--- src/sv/scl_pkg.sv ---
// ----------------------------------------------------------------------------
// scl_pkg
// Types, token codes, lexer modes and character constants for the shell
// command lexer.
// ----------------------------------------------------------------------------
package scl_pkg;

  typedef enum logic [3:0] {
    K_CHAR = 4'd0,
    K_WEND = 4'd1,
    K_PIPE = 4'd2,
    K_IN   = 4'd3,
    K_OUT  = 4'd4,
    K_APP  = 4'd5,
    K_ERR  = 4'd6,
    K_BG   = 4'd7,
    K_LEND = 4'd8
  } tok_kind_t;

  typedef enum logic [3:0] {
    M_PLAIN   = 4'd0,
    M_PEND_GT = 4'd1,
    M_PEND_2  = 4'd2,
    M_SQUOTE  = 4'd3,
    M_DQUOTE  = 4'd4,
    M_DQ_BS   = 4'd5,
    M_BS      = 4'd6,
    M_COMMENT = 4'd7
  } lex_mode_t;

  localparam logic [7:0] CH_PIPE   = 8'h7C;
  localparam logic [7:0] CH_LT     = 8'h3C;
  localparam logic [7:0] CH_GT     = 8'h3E;
  localparam logic [7:0] CH_AMP    = 8'h26;
  localparam logic [7:0] CH_HASH   = 8'h23;
  localparam logic [7:0] CH_TWO    = 8'h32;
  localparam logic [7:0] CH_SQUOTE = 8'h27;
  localparam logic [7:0] CH_DQUOTE = 8'h22;
  localparam logic [7:0] CH_BSLASH = 8'h5C;
  localparam logic [7:0] CH_DOLLAR = 8'h24;
  localparam logic [7:0] CH_BTICK  = 8'h60;
  localparam logic [7:0] CH_SPACE  = 8'h20;
  localparam logic [7:0] CH_TAB    = 8'h09;
  localparam logic [7:0] CH_CR     = 8'h0D;

  localparam int unsigned MAX_RES = 3;

  typedef struct packed {
    logic [MAX_RES-1:0][3:0] kind;
    logic [MAX_RES-1:0][7:0] chr;
    logic [1:0]              cnt;
  } res_list_t;

  function automatic logic is_space(logic [7:0] c);
    return (c == CH_SPACE) || ((c >= CH_TAB) && (c <= CH_CR));
  endfunction

  function automatic res_list_t push(res_list_t l, tok_kind_t k, logic [7:0] c);
    res_list_t r;
    r = l;
    if (l.cnt < 2'(MAX_RES)) begin
      r.kind[l.cnt] = k;
      r.chr[l.cnt]  = (k == K_CHAR) ? c : 8'd0;
      r.cnt         = l.cnt + 2'd1;
    end
    return r;
  endfunction

endpackage

--- src/sv/shell_command_lexer.sv ---
// ----------------------------------------------------------------------------
// shell_command_lexer
// Streaming tokenizer for shell command lines: words, quotes, escapes,
// comments and redirect / pipe / background operators.
// ----------------------------------------------------------------------------
// channel | dir | tdata                         | tlast
// s_*     | in  | [7:0] char_code               | line_end
// m_*     | out | [3:0] token_kind [11:4] char  | last_of_run
//
// An input byte is decoded in the cycle it is taken; its 0..3 tokens land in
// a three-entry result register and leave one per cycle while the output is
// ready. The next input is taken while the last token of the previous one is
// being handed off. Reset clears the mode, the word flag and the result
// count. A stalled output holds its token.
module shell_command_lexer (
  input  logic        clk,
  input  logic        rst,
  input  logic        s_tvalid,
  output logic        s_tready,
  input  logic [7:0]  s_tdata,   // [7:0] char_code
  input  logic        s_tlast,   // line_end
  output logic        m_tvalid,
  input  logic        m_tready,
  output logic [15:0] m_tdata,   // [3:0] token_kind, [11:4] char_value, [15:12] zero
  output logic        m_tlast    // last_of_run
);
  import scl_pkg::*;

  lex_mode_t  mode, mode_next;
  logic       word_has, word_has_next;
  res_list_t  res;
  logic       do_plain, do_dq;
  logic [7:0] c;

  logic [MAX_RES-1:0][3:0] buf_kind;
  logic [MAX_RES-1:0][7:0] buf_chr;
  logic [1:0]              buf_cnt;

  logic s_fire, m_fire;

  assign c        = s_tdata;
  assign s_fire   = s_tvalid && s_tready;
  assign m_fire   = m_tvalid && m_tready;
  assign m_tvalid = (buf_cnt != 2'd0);
  assign s_tready = (buf_cnt == 2'd0) || ((buf_cnt == 2'd1) && m_tready);
  assign m_tdata  = {4'd0, buf_chr[0], buf_kind[0]};
  assign m_tlast  = (buf_cnt == 2'd1);

  always_comb begin
    res           = '0;
    mode_next     = mode;
    word_has_next = word_has;
    do_plain      = 1'b0;
    do_dq         = 1'b0;
    if (s_tlast) begin
      case (mode)
        M_PEND_GT: begin
          res = push(res, K_OUT, 8'd0);
        end
        M_PEND_2: begin
          res = push(res, K_CHAR, CH_TWO);
          word_has_next = 1'b1;
        end
        M_DQ_BS: begin
          res = push(res, K_CHAR, CH_BSLASH);
          word_has_next = 1'b1;
        end
        default: ;
      endcase
      if (word_has_next) res = push(res, K_WEND, 8'd0);
      res           = push(res, K_LEND, 8'd0);
      mode_next     = M_PLAIN;
      word_has_next = 1'b0;
    end else begin
      case (mode)
        M_PEND_GT: begin
          if (c == CH_GT) begin
            res = push(res, K_APP, 8'd0);
            mode_next = M_PLAIN;
          end else begin
            res = push(res, K_OUT, 8'd0);
            do_plain = 1'b1;
          end
        end
        M_PEND_2: begin
          if (c == CH_GT) begin
            if (word_has_next) res = push(res, K_WEND, 8'd0);
            word_has_next = 1'b0;
            res = push(res, K_ERR, 8'd0);
            mode_next = M_PLAIN;
          end else begin
            res = push(res, K_CHAR, CH_TWO);
            word_has_next = 1'b1;
            do_plain = 1'b1;
          end
        end
        M_SQUOTE: begin
          if (c == CH_SQUOTE) begin
            mode_next = M_PLAIN;
          end else begin
            res = push(res, K_CHAR, c);
            word_has_next = 1'b1;
          end
        end
        M_DQUOTE: begin
          do_dq = 1'b1;
        end
        M_DQ_BS: begin
          mode_next = M_DQUOTE;
          word_has_next = 1'b1;
          if ((c == CH_DQUOTE) || (c == CH_BSLASH) || (c == CH_DOLLAR) || (c == CH_BTICK)) begin
            res = push(res, K_CHAR, c);
          end else begin
            res = push(res, K_CHAR, CH_BSLASH);
            do_dq = 1'b1;
          end
        end
        M_BS: begin
          res = push(res, K_CHAR, c);
          word_has_next = 1'b1;
          mode_next = M_PLAIN;
        end
        M_COMMENT: ;
        default: begin
          do_plain = 1'b1;
        end
      endcase

      if (do_dq) begin
        if (c == CH_DQUOTE) begin
          mode_next = M_PLAIN;
        end else if (c == CH_BSLASH) begin
          mode_next = M_DQ_BS;
        end else begin
          mode_next = M_DQUOTE;
          res = push(res, K_CHAR, c);
          word_has_next = 1'b1;
        end
      end

      if (do_plain) begin
        mode_next = M_PLAIN;
        if (is_space(c) || (c == CH_PIPE) || (c == CH_LT) || (c == CH_AMP) ||
            (c == CH_GT) || (c == CH_HASH)) begin
          if (word_has_next) res = push(res, K_WEND, 8'd0);
          word_has_next = 1'b0;
        end
        if (is_space(c)) begin
        end else if (c == CH_PIPE) begin
          res = push(res, K_PIPE, 8'd0);
        end else if (c == CH_LT) begin
          res = push(res, K_IN, 8'd0);
        end else if (c == CH_AMP) begin
          res = push(res, K_BG, 8'd0);
        end else if (c == CH_GT) begin
          mode_next = M_PEND_GT;
        end else if (c == CH_HASH) begin
          mode_next = M_COMMENT;
        end else if (c == CH_TWO) begin
          mode_next = M_PEND_2;
        end else if (c == CH_SQUOTE) begin
          mode_next = M_SQUOTE;
        end else if (c == CH_DQUOTE) begin
          mode_next = M_DQUOTE;
        end else if (c == CH_BSLASH) begin
          mode_next = M_BS;
        end else begin
          res = push(res, K_CHAR, c);
          word_has_next = 1'b1;
        end
      end
    end
  end

  always_ff @(posedge clk) begin
    if (rst) begin
      mode     <= M_PLAIN;
      word_has <= 1'b0;
    end else if (s_fire) begin
      mode     <= mode_next;
      word_has <= word_has_next;
    end
  end

  always_ff @(posedge clk) begin
    if (rst) begin
      buf_cnt <= 2'd0;
    end else if (s_fire) begin
      buf_cnt <= res.cnt;
    end else if (m_fire) begin
      buf_cnt <= buf_cnt - 2'd1;
    end
  end

  always_ff @(posedge clk) begin
    if (s_fire) begin
      buf_kind <= res.kind;
      buf_chr  <= res.chr;
    end else if (m_fire) begin
      buf_kind <= {4'd0, buf_kind[MAX_RES-1:1]};
      buf_chr  <= {8'd0, buf_chr[MAX_RES-1:1]};
    end
  end

endmodule

--- config.mk ---
export PLATFORM = sky130hd
export DESIGN_NAME = shell_command_lexer
export DESIGN_NICKNAME = d
export VERILOG_FILES = /design/src/sv/scl_pkg.sv /design/src/sv/shell_command_lexer.sv
export SDC_FILE = /design/constraint.sdc
export NUM_CORES = 1
export LEC_CHECK = 0
export ABC_AREA = 1
export BUFFER_PORTS_ARGS = -buffer_cell sky130_fd_sc_hd__clkbuf_2
export CORE_ASPECT_RATIO = 0.7
export CORE_MARGIN = 2
export CORE_UTILIZATION = 35
export DETAILED_ROUTE_END_ITERATION = 12
export SLEW_MARGIN = 20
export SYNTH_ARGS = -nofsm -noshare
export SYNTH_HDL_FRONTEND = slang
export SYNTH_SLANG_ARGS = --single-unit
--- constraint.sdc ---
create_clock -name clk -period 2.4 [get_ports clk]
set_input_delay 0.24 -clock clk [delete_from_list [all_inputs] [get_ports clk]]
set_output_delay 0.24 -clock clk [all_outputs]
set_load 0.02 [all_outputs]
==> results of run 1 <==
[state kept, by name, summed over array words and instances (netlist names)]
| signal | count |
|---|---|
| word_has | 1 |
| buf_chr | 16 |
| buf_kind | 8 |
| mode | 3 |
| buf_cnt | 2 |
| m_tdata | 12 |
[cell type report]
class                      count  area, um^2
tap                          124         155
inverter                      46         173
fill                         918        4790
clock buffer                   6         129
timing repair buffer         112         798
multi-input combinational    344        1770
sequential                    42        1200
clock inverter                 2        8.76
[power by group through the flow]
stage | logic [W] | clock network, W | registers (W)
CTS | 0.00269 | 0.000665 | 0.00138
detailed placement | 0.00268 | 0 | 0.00139
floorplan | 0.00177 | 0 | 0.00135
global placement | 0.00269 | 0 | 0.00139
finish | 0.00275 | 0.000654 | 0.00138
global route | 0.00303 | 0.000685 | 0.00141
[stage by stage]
stage | TNS (ps) | total power (W) | util, % | worst slack, ps | instance area [um^2]
floorplan | 0 | 0.00313 | - | 136 | 3290
global placement | -401 | 0.00408 | 45.2 | -66.0 | 4080
detailed placement | -35.2 | 0.00407 | 45.2 | -16.5 | 4080
CTS | 0 | 0.00474 | 46.7 | 112 | 4220
global route | 0 | 0.00513 | 46.9 | 11.1 | 4240
finish | 0 | 0.00479 | 46.9 | 130 | 4240
[cell usage in the layout (no fill, tap or decap), types with 8 or more instances in the layout]
cell type	count
nor2_2	8
nand2_1	114
a21oi_1	27
nor2_1	47
conb_1	12
o21ai_0	24
nand2_2	16
buf_4	83
edfxtp_1	36
nand3_1	28
inv_2	14
clkbuf_2	27
inv_1	30
[cells by family after synthesis]
logic type	after synthesis	synth area share (%)
buf+inv	71	10.3
other cells	1	0.115
flops	42	37.0
simple gates	244	35.6
fa+ha+maj	6	2.31
compound gates	82	14.7
[what timing repair did]
action / CTS / global route
buffers inserted: 0 / 0
setup endpoints to repair: 0 / 15
resized for setup: 0 / 8
[final timing paths]
| check | startpoint | endpoint | slack, ps |
|---|---|---|---|
| worst min register to register | buf_chr[19] | buf_chr[11] | 520 |
| worst max register to register | mode[2] | m_tdata[1] | 130 |
| worst min-delay path | rst | mode[1] | 220 |
| worst max-delay path | mode[2] | m_tdata[1] | 130 |
[per-layer routing]
metal | wire length (um) | global-route usage [%] | part of all wire (%)
met3 | 918 | 4.82 | 8.4
met5 | 0 | 0 | 0
met4 | 91 | 3.03 | 0.83
met1 | 5450 | 33.6 | 50
met2 | 4470 | 32.6 | 41
==> qor.txt, run 1 <==
P_sw = 0.00215 W
Count leader, synth = nand2_1
Final setup fails = 0
Std-Cell Rows = 29
Vias in the first global route = 3157
MaxCap Viol Count = 0
Post-synthesis instance total = 446
Gr ovfl total = 0
Rel. slew slack = 62.0%
Most frequent cells after synthesis = 115 x nand2_1, 48 x nor2_1, 36 x edfxtp_1
DP Wirelength = 8.91 mm
Post-route ant nets = 0
Worst Hold Class = input pin to flop
Via count = 3403
Pwr Density = 1130 nW/um^2
Critical Path, Cell by Cell = inv_2, nor2_4, nand2_2, nand2_1, inv_1, nand3_1, nor2_1, nand2_1, nand2_2, nand2_2, nor2_4, nand2_1, inv_2, a31oi_1, o21ai_1, buf_4
Post-synth top flop = edfxtp_1
Clock root cell = clkbuf_16
Critical path depth = 16
Worst setup path category = flop to flop
Unique masters post-synth = 43
Final period utilization = 94.6%
DP Cell Count = 668
Starting DRT DRC Count = 284
Arr. time, crit path = 2320 ps
Fin nets = 570
WP data required = 2450 ps
Top cell type by total area after synthesis = edfxtp_1
Slowest stage delay, CP = 440 ps
Yosys top cell area share = 33.3%
Average cell area after synthesis = 7.28 um^2
Clock Skew = 5.83 ps
Register area share after synthesis = 37.0%
Share of layout cells above drive strength 1 = 32.1%
Final critical-path required period = 2270 ps
Total track usage = 22.1%
CTS tree = yes
Worst IR Drop VDD = 441 uV
Port Buf Inserts = 27
Die Ht = 84.6 um
N_diodes = 0
Crit Path Max Fanout = 5
Critical-path top delay cell = dfxtp_1
Post-Syn Area = 3250 um^2
I/O pin count = 32
RSZ-0062 raised after global routing = false
Drt pass-1 iters = 7
Max clock buf depth = 2
Wire per inst = 16.2 um
Combinational power share = 57.5%
Seq cells post-synth = 42
Cell Int Power = 0.00263 W
F_max = 0.441 GHz
Worst skew pair latency = 290 ps
# H-tree levels = 2
Vias per cell = 5.03
Initial Utilization = 35.9%
EDFF count, synth = 36
Slew @ Worst Pin = 569 ps
Largest net degree at the start of global routing = 40
Fraction of registers with async set/reset = 0%
Ys Warns = 0
CTS buffer count = 5
First-pass GRT wire length = 16.9 mm
DRT Wirelength = 10.9 mm
Placeable Area = 9030 um^2
FF-to-FF path depth = 16
Synth-to-layout area growth = 30.6%
Hold-fix buffers, CTS = 0
Outcome = finished clean
Crit. End Element = flop
Startpoint Class = flop
TritonCTS Sinks = 42
Sw Ratio = 45.0%
Initial antenna violation count = 0
Max Slew Vio Count = 0
Hold WS = 221 ps
Die width = 119 um
Area contributors post-synth = edfxtp_1 33%, nand2_1 13%, nor2_1 5.5%, a21oi_1 4.3%, nand3_1 4.3%
Worst-path clk slew = 60 ps
RD Place Congestion = 0.995
Die Area = 10100 um^2
Worst path bufs/invs = 4
Drt drc = 0
Final Hold Viols = 0
Seq pwr share = 28.8%
Hold path depth = 2
Final non-filler cell total = 676
Clock power frac = 13.7%
Lkg Pwr = 2.03 nW
Kind of cell adding the most delay to the critical path = simple AND/OR/NAND/NOR gates
(Power assumes the default switching activity.)
==> inputs of run 2 (changes only) <==
--- a/config.mk
+++ b/config.mk
@@ -5,8 +5,7 @@
 export SDC_FILE = /design/constraint.sdc
 export NUM_CORES = 1
 export LEC_CHECK = 0
-export ABC_AREA = 1
-export BUFFER_PORTS_ARGS = -buffer_cell sky130_fd_sc_hd__clkbuf_2
+export BUFFER_PORTS_ARGS = -buffer_cell sky130_fd_sc_hd__buf_2
 export CORE_ASPECT_RATIO = 0.7
 export CORE_MARGIN = 2
 export CORE_UTILIZATION = 35
==> run 2 against run 1 <==
Net effect:
- total power shrank 13%
- area after synthesis increased by 4.3%
- cell area up 6.1%
- critical path depth is 5 lower
- clock power is 14% higher
- register-to-register slack got worse by 80 ps
- clock skew is 1.4 ps lower
- via count up 3.0%
- synthesized cell count shrank 13%
- critical path type is now input pin to flop
- largest cell class unchanged
- highest routed layer unchanged
==> qor.txt, run 2 <==
Worst Hold Class = input pin to flop
CTS buffer count = 5 (unchanged)
Max Slew Vio Count = 0 (unchanged)
Arr. time, crit path = 2380 ps (+60 ps)
Max reg flops = 16 (unchanged)
Seq pwr share = 29.9% (+1.1 points)
Worst path bufs/invs = 4 (unchanged)
P_sw = 0.00166 W (-23%)
Worst-path clk slew = 60 ps (about the same)
I/O pin count = 32 (unchanged)
TritonCTS Sinks = 42 (unchanged)
Hold path depth = 2 (unchanged)
DP Wirelength = 8.93 mm (+0.14%)
Final setup fails = 0 (unchanged)
DRT Wirelength = 11.7 mm (+6.9%)
Area contributors post-synth = edfxtp_1 32%, nand2_1 4.7%, buf_4 4.0%, nor2_1 3.8%, dfxtp_1 3.5%
Largest net degree at the start of global routing = 35 (-13%)
Combinational power share = 52.2% (-5.3 points)
First-pass GRT wire length = 18.0 mm (+6.6%)
FF-to-FF path depth = 10 (-6)
F_max = 0.426 GHz (-3.2%)
Synth-to-layout area growth = 32.9%
Lkg Pwr = 1.89 nW (-6.9%)
Sw Ratio = 39.9% (-5.1 points)
Post-Syn Area = 3390 um^2 (+4.3%)
Port Buf Inserts = 27 (unchanged)
Die Ht = 86.3 um (+2.0%)
RD Place Congestion = 0.943 (-5.1%)
Die Area = 10500 um^2 (+4.1%)
Post-route ant nets = 0 (unchanged)
Final critical-path required period = 2340 ps (+75.2 ps)
Drt drc = 0 (unchanged)
Share of layout cells above drive strength 1 = 36.2% (+4.1 points)
Most frequent cells in the layout = 100 x buf_4, 40 x nand2_1, 36 x edfxtp_1
Hold-fix buffers, CTS = 0 (unchanged)
Crit. End Element = flop
Final Hold Viols = 0 (unchanged)
Clock Skew = 4.45 ps (-1.38 ps)
Std-Cell Rows = 29 (unchanged)
Commonest non-fill, non-tap cell in the layout = buf_4
Rel. slew slack = 40.4% (-22 points)
Via count = 3506 (+3.0%)
Total track usage = 22.5% (+0.40 points)
Slew @ Worst Pin = 886 ps (+318 ps)
Cell Int Power = 0.00251 W (-4.8%)
WP data required = 2430 ps (-20 ps)
Vias in the first global route = 3196 (+1.2%)
CTS tree = yes
Pwr Density = 927 nW/um^2 (-18%)
Most frequent cells after synthesis = 42 x nand2_1, 36 x edfxtp_1, 34 x nor2_1
Most flop-heavy register = buf_chr
Startpoint Class = input pin
Worst setup path category = input pin to flop
Post-synth top flop = edfxtp_1
Die width = 122 um (+2.1%)
Kind of cell adding the most delay to the critical path = simple AND/OR/NAND/NOR gates
Gr ovfl total = 0 (unchanged)
MaxCap Viol Count = 0 (unchanged)
Crit Path Max Fanout = 6 (+1)
Critical path depth = 11 (-5)
Drt pass-1 iters = 5 (-2)
Worst skew pair latency = 280 ps (about the same)
Starting DRT DRC Count = 437 (+54%)
N_diodes = 0 (unchanged)
Fill cell count = 909 (-0.98%)
Slowest stage delay, CP = 570 ps (+130 ps)
Yosys top cell area share = 31.9% (-1.4 points)
Ys Warns = 0 (unchanged)
Final period utilization = 97.7% (+3.1 points)
Post-synthesis instance total = 386 (-13%)
# H-tree levels = 2 (unchanged)
Clock root cell = clkbuf_16
Top cell type by total area after synthesis = edfxtp_1
Critical-path top delay cell = or4b_4
Placeable Area = 9220 um^2 (+2.0%)
Max clock buf depth = 2 (unchanged)
Outcome = finished clean
Average cell area after synthesis = 8.77 um^2 (+21%)
Clock power frac = 17.8% (+4.1 points)
Wire per inst = 19.1 um (+19%)
Critical Path, Cell by Cell = buf_2, or4b_4, nor4bb_4, or4b_4, buf_6, buf_4, nand3_1, a21oi_1, buf_4, o21ai_1, a22o_1
Fin nets = 505 (-11%)
Vias per cell = 5.75 (+14%)
Initial Utilization = 36.7% (+0.81 points)
EDFF count, synth = 36 (unchanged)
Unique masters post-synth = 78 (+81%)
Power Total = 0.00417 W (-13%)
Register area share after synthesis = 35.5% (-1.5 points)
Seq cells post-synth = 42 (unchanged)
Count leader, synth = nand2_1
Sum Neg Setup Slack = 0 ps (unchanged)
Fraction of registers with async set/reset = 0% (unchanged)
Worst IR Drop VDD = 388 uV (-12%)
Initial antenna violation count = 0 (unchanged)
-- run 2: changes by cell type in the layout (fill, tap and decap cells not counted), sizes merged, moves of 18 or more --
cell | before | now
nand2 | 133 | 44
nand3 | 29 | 11
inv | 44 | 10
buf | 85 | 129
nor2 | 63 | 35
clkbuf | 33 | 5
-- run 2: power groups by stage --
stage                     Combinational [W]  Clock [W]  Sequential [W]
after floorplan                     0.00135          0         0.00123
after global placement              0.00199          0         0.00126
after detailed placement            0.00201          0         0.00126
after CTS                           0.00206   0.000756         0.00125
after global routing                0.00234   0.000796         0.00127
final                               0.00218   0.000744         0.00125
-- run 2: routing by layer --
metal  vias up  GRT usage (%)  routed length (um)
met5         -              0                   0
met4         0           4.70                 155
met3        15           5.99                1170
met2       180           31.8                4900
met1      1669           34.2                5460
li1       1642              -                   -
-- run 2: logic make-up (layout without fill, tap and decap cells) --
family	after synthesis	after routing	share of synthesized area, %
compound gates	123	123	26.7
xor+xnor	2	2	0.739
fa+ha+maj	6	6	2.22
buf+inv	57	146	9.01
flops	42	42	35.5
mux	3	3	0.924
other cells	1	12	0.111
simple gates	152	152	24.9
-- run 2: cell type report --
class                           instances  area (um^2)  share of cell area (%)
Multi-Input combinational cell        298         2040                    45.2
Sequential cell                        42         1200                    26.8
Timing Repair Buffer                  129          908                    20.2
Tap cell                              124          155                    3.45
Clock buffer                            5          125                    2.78
Inverter                               10         37.5                   0.834
Clock inverter                          2         33.8                   0.751
-- run 2: final timing paths --
path | startpoint | end | slack (ps)
hold reg to reg | buf_kind[7] | m_tdata[3] | 530
setup / recovery | s_tdata[0] | buf_chr[14] | 60
hold / removal | rst | mode[0] | 220
setup reg to reg | mode[0] | m_tdata[9] | 60
-- run 2: timing repair --
action | CTS | global route
pin swaps | 6 | 4
gates resized for setup | 6 | 23
buffers inserted | 5 | 2
endpoints found under the hold margin | 0 | 0
endpoints found under the setup margin | 9 | 20
-- run 2: stage by stage --
step,std cells,setup WS [ps],utilization (%),area [um^2],hold slack (ps)
after floorplan,397,44.5,-,3430,309
after global placement,597,-238,45.3,4170,505
after detailed placement,597,-326,45.3,4170,516
after CTS,608,5.56,47.6,4390,212
after global routing,610,-8.42,48.8,4500,229
final,610,55.1,48.8,4500,218
==> inputs of run 3 (changes only) <==
--- a/config.mk
+++ b/config.mk
@@ -5,11 +5,11 @@
 export SDC_FILE = /design/constraint.sdc
 export NUM_CORES = 1
 export LEC_CHECK = 0
-export BUFFER_PORTS_ARGS = -buffer_cell sky130_fd_sc_hd__buf_2
 export CORE_ASPECT_RATIO = 0.7
 export CORE_MARGIN = 2
 export CORE_UTILIZATION = 35
 export DETAILED_ROUTE_END_ITERATION = 12
+export DONT_BUFFER_PORTS = 1
 export SLEW_MARGIN = 20
 export SYNTH_ARGS = -nofsm -noshare
 export SYNTH_HDL_FRONTEND = slang
==> run 3 against run 2 <==
Net effect:
- first-iteration DRC count down 18%
- hold slack worse by 210 ps
- non-clock buffer count down 53
- fmax up 0.22%
- sequential share of layout area up 2.4 points
- utilization down 4.0 points
- via count down 4.3%
- critical endpoint is now buf_chr[13]
- clock power up 3.5%
- flip-flop and latch count unchanged
- sequential power up 14%
- critical path depth down 5
==> qor.txt, run 3 (same netlist as run 2, synthesis figures left out) <==
Clock root cell = clkbuf_16
Clock power frac = 19.2% (+1.4 points)
P_sw = 0.00160 W (-3.8%)
# H-tree levels = 2 (unchanged)
Seq pwr share = 35.5% (+5.6 points)
Largest net degree at the start of global routing = 33 (-5.7%)
Gr ovfl total = 0 (unchanged)
Reg2Reg Setup Slack = 60 ps (about the same)
Clock Skew = 8.75 ps (+4.30 ps)
Hold_sp = rst
Worst setup path category = flop to flop
Post-route ant nets = 0 (unchanged)
Final Hold Viols = 0 (unchanged)
Slew @ Worst Pin = 702 ps (-184 ps)
Initial antenna violation count = 0 (unchanged)
Most flop-heavy register = buf_chr
MaxCap Viol Count = 0 (unchanged)
Drt pass-1 iters = 5 (unchanged)
DP Wirelength = 9.08 mm (+1.7%)
Share of layout cells above drive strength 1 = 27.2% (-9.0 points)
Vias per cell = 6.01 (+4.6%)
Worst skew pair latency = 290 ps (about the same)
Startpoint Class = flop
Worst-path clk slew = 60 ps (about the same)
Crit. End Element = flop
Synth-to-layout area growth = 22.1%
Via count = 3355 (-4.3%)
WP data required = 2440 ps (about the same)
F_max = 0.427 GHz (+0.22%)
Post-route cell area = 4140 um^2 (-8.1%)
Worst IR Drop VDD = 441 uV (+13%)
Most frequent cells in the layout = 76 x buf_4, 41 x nand2_1, 36 x edfxtp_1
Final period utilization = 97.5% (-0.21 points)
Hold path depth = 1 (-1)
FF-to-FF path depth = 6 (-4)
Combinational power share = 45.3% (-6.9 points)
N_diodes = 0 (unchanged)
Max Slew Vio Count = 0 (unchanged)
RD Place Congestion = 0.973 (+3.1%)
Hold WS = 7.79 ps (-210 ps)
FF-to-FF End = buf_chr[13]
Final critical-path required period = 2340 ps (-5.15 ps)
Fin nets = 452 (-10%)
Final setup fails = 0 (unchanged)
Rel. slew slack = 52.8% (+12 points)
Placed cell area = 3860 um^2 (-7.6%)
Worst Hold Class = input pin to flop
Std-Cell Rows = 29 (unchanged)
CTS buffer count = 5 (unchanged)
Starting DRT DRC Count = 358 (-18%)
Lkg Pwr = 1.65 nW (-13%)
Crit Path Max Fanout = 6 (unchanged)
Cell Int Power = 0.00241 W (-3.9%)
Commonest non-fill, non-tap cell in the layout = buf_4
Sw Ratio = 39.9% (about the same)
DRT Wirelength = 11.8 mm (+1.3%)
Arr. time, crit path = 2380 ps (about the same)
Fin util = 44.9% (-4.0 points)
Die Ht = 86.3 um (unchanged)
Vias in the first global route = 3080 (-3.6%)
WHS Endpoint = mode[1]
Max reg flops = 16 (unchanged)
Reg2reg start = mode[0]
TritonCTS Sinks = 42 (unchanged)
Placeable Area = 9220 um^2 (unchanged)
Outcome = finished clean
Max clock buf depth = 2 (unchanged)
Total track usage = 23.3% (+0.81 points)
Die Area = 10500 um^2 (unchanged)
Initial Utilization = 36.7% (unchanged)
CTS tree = yes
Wire per inst = 21.2 um (+11%)
Die width = 122 um (unchanged)
I/O pin count = 32 (unchanged)
Port Buf Inserts = 0 (-100%)
Pwr Density = 970 nW/um^2 (+4.6%)
Drt drc = 0 (unchanged)
First-pass GRT wire length = 18.3 mm (+1.2%)
run 3: cell types whose count changed in the layout (fill, tap and decap cells not counted), moves of 2 or more:
| cell | previous run | this run |
|---|---|---|
| o21ai_0 | 14 | 17 |
| dfxtp_1 | 5 | 3 |
| o21ai_1 | 7 | 5 |
| buf_4 | 100 | 76 |
| buf_2 | 27 | 0 |
| buf_6 | 2 | 0 |
| dfxtp_2 | 0 | 2 |
run 3: worst max-delay path by stage:
| stage | startpoint | endpoint | slack, ps | depth (start not counted) |
|---|---|---|---|---|
| 2_1_floorplan | s_tdata[6] | buf_chr[10] | 40 | 8 |
| 3_3_place_gp | mode[0] | m_tdata[6] | -260 | 9 |
| 3_5_place_dp | mode[0] | m_tdata[6] | -220 | 9 |
| 4_1_cts | mode[2] | buf_chr[13] | 20 | 6 |
| 5_1_grt | mode[2] | buf_chr[12] | -20 | 9 |
| 6_report | mode[0] | buf_chr[13] | 60 | 6 |
run 3: layout make-up:
cell class / count / area, um^2
Multi-Input combinational cell: 298 / 2000
Fill cell: 923 / 5080
Timing Repair Buffer: 76 / 571
Clock buffer: 6 / 129
Inverter: 10 / 37.5
Sequential cell: 42 / 1210
Tap cell: 124 / 155
Clock inverter: 2 / 37.5
run 3: power groups by stage:
stage | clock (W) | combinational (W) | sequential [W]
global placement | 0 | 0.00170 | 0.00143
CTS | 0.000781 | 0.00172 | 0.00143
detailed placement | 0 | 0.00170 | 0.00144
global route | 0.000812 | 0.00197 | 0.00146
finish | 0.000770 | 0.00182 | 0.00142
floorplan | 0 | 0.00135 | 0.00123
run 3: per-stage QoR:
step	setup WS [ps]	total power, W	TNS (ps)	std cells
2_1_floorplan	44.5	0.00259	0	397
3_3_place_gp	-257	0.00314	-527	546
3_5_place_dp	-222	0.00314	-899	546
4_1_cts	22.0	0.00393	0	555
5_1_grt	-18.0	0.00424	-30.2	558
6_report	60.3	0.00401	0	558
run 3: worst max-delay path, cell delays in order (launching register included):
cell,delay (ps)
dfxtp_4,370
nor4bb_4,170
or4b_4,610
or4_4,530
o211ai_4,130
nand2_1,90
a22o_1,200
run 3: per-layer routing:
| layer | track usage, % | vias to the layer above | part of all wire [%] |
|---|---|---|---|
| met5 | 0 | - | 0 |
| met4 | 4.91 | 0 | 1.3 |
| met3 | 7.24 | 17 | 11 |
| met2 | 33.9 | 180 | 42 |
| met1 | 33.9 | 1616 | 46 |
| li1 | - | 1542 | - |
run 3: timing repair:
item                       4_1_cts  5_1_grt
setup buffers                    1        3
resized for setup                4       13
hold buffers                     0        0
setup endpoints to repair        1       18
pin swaps                        0        6
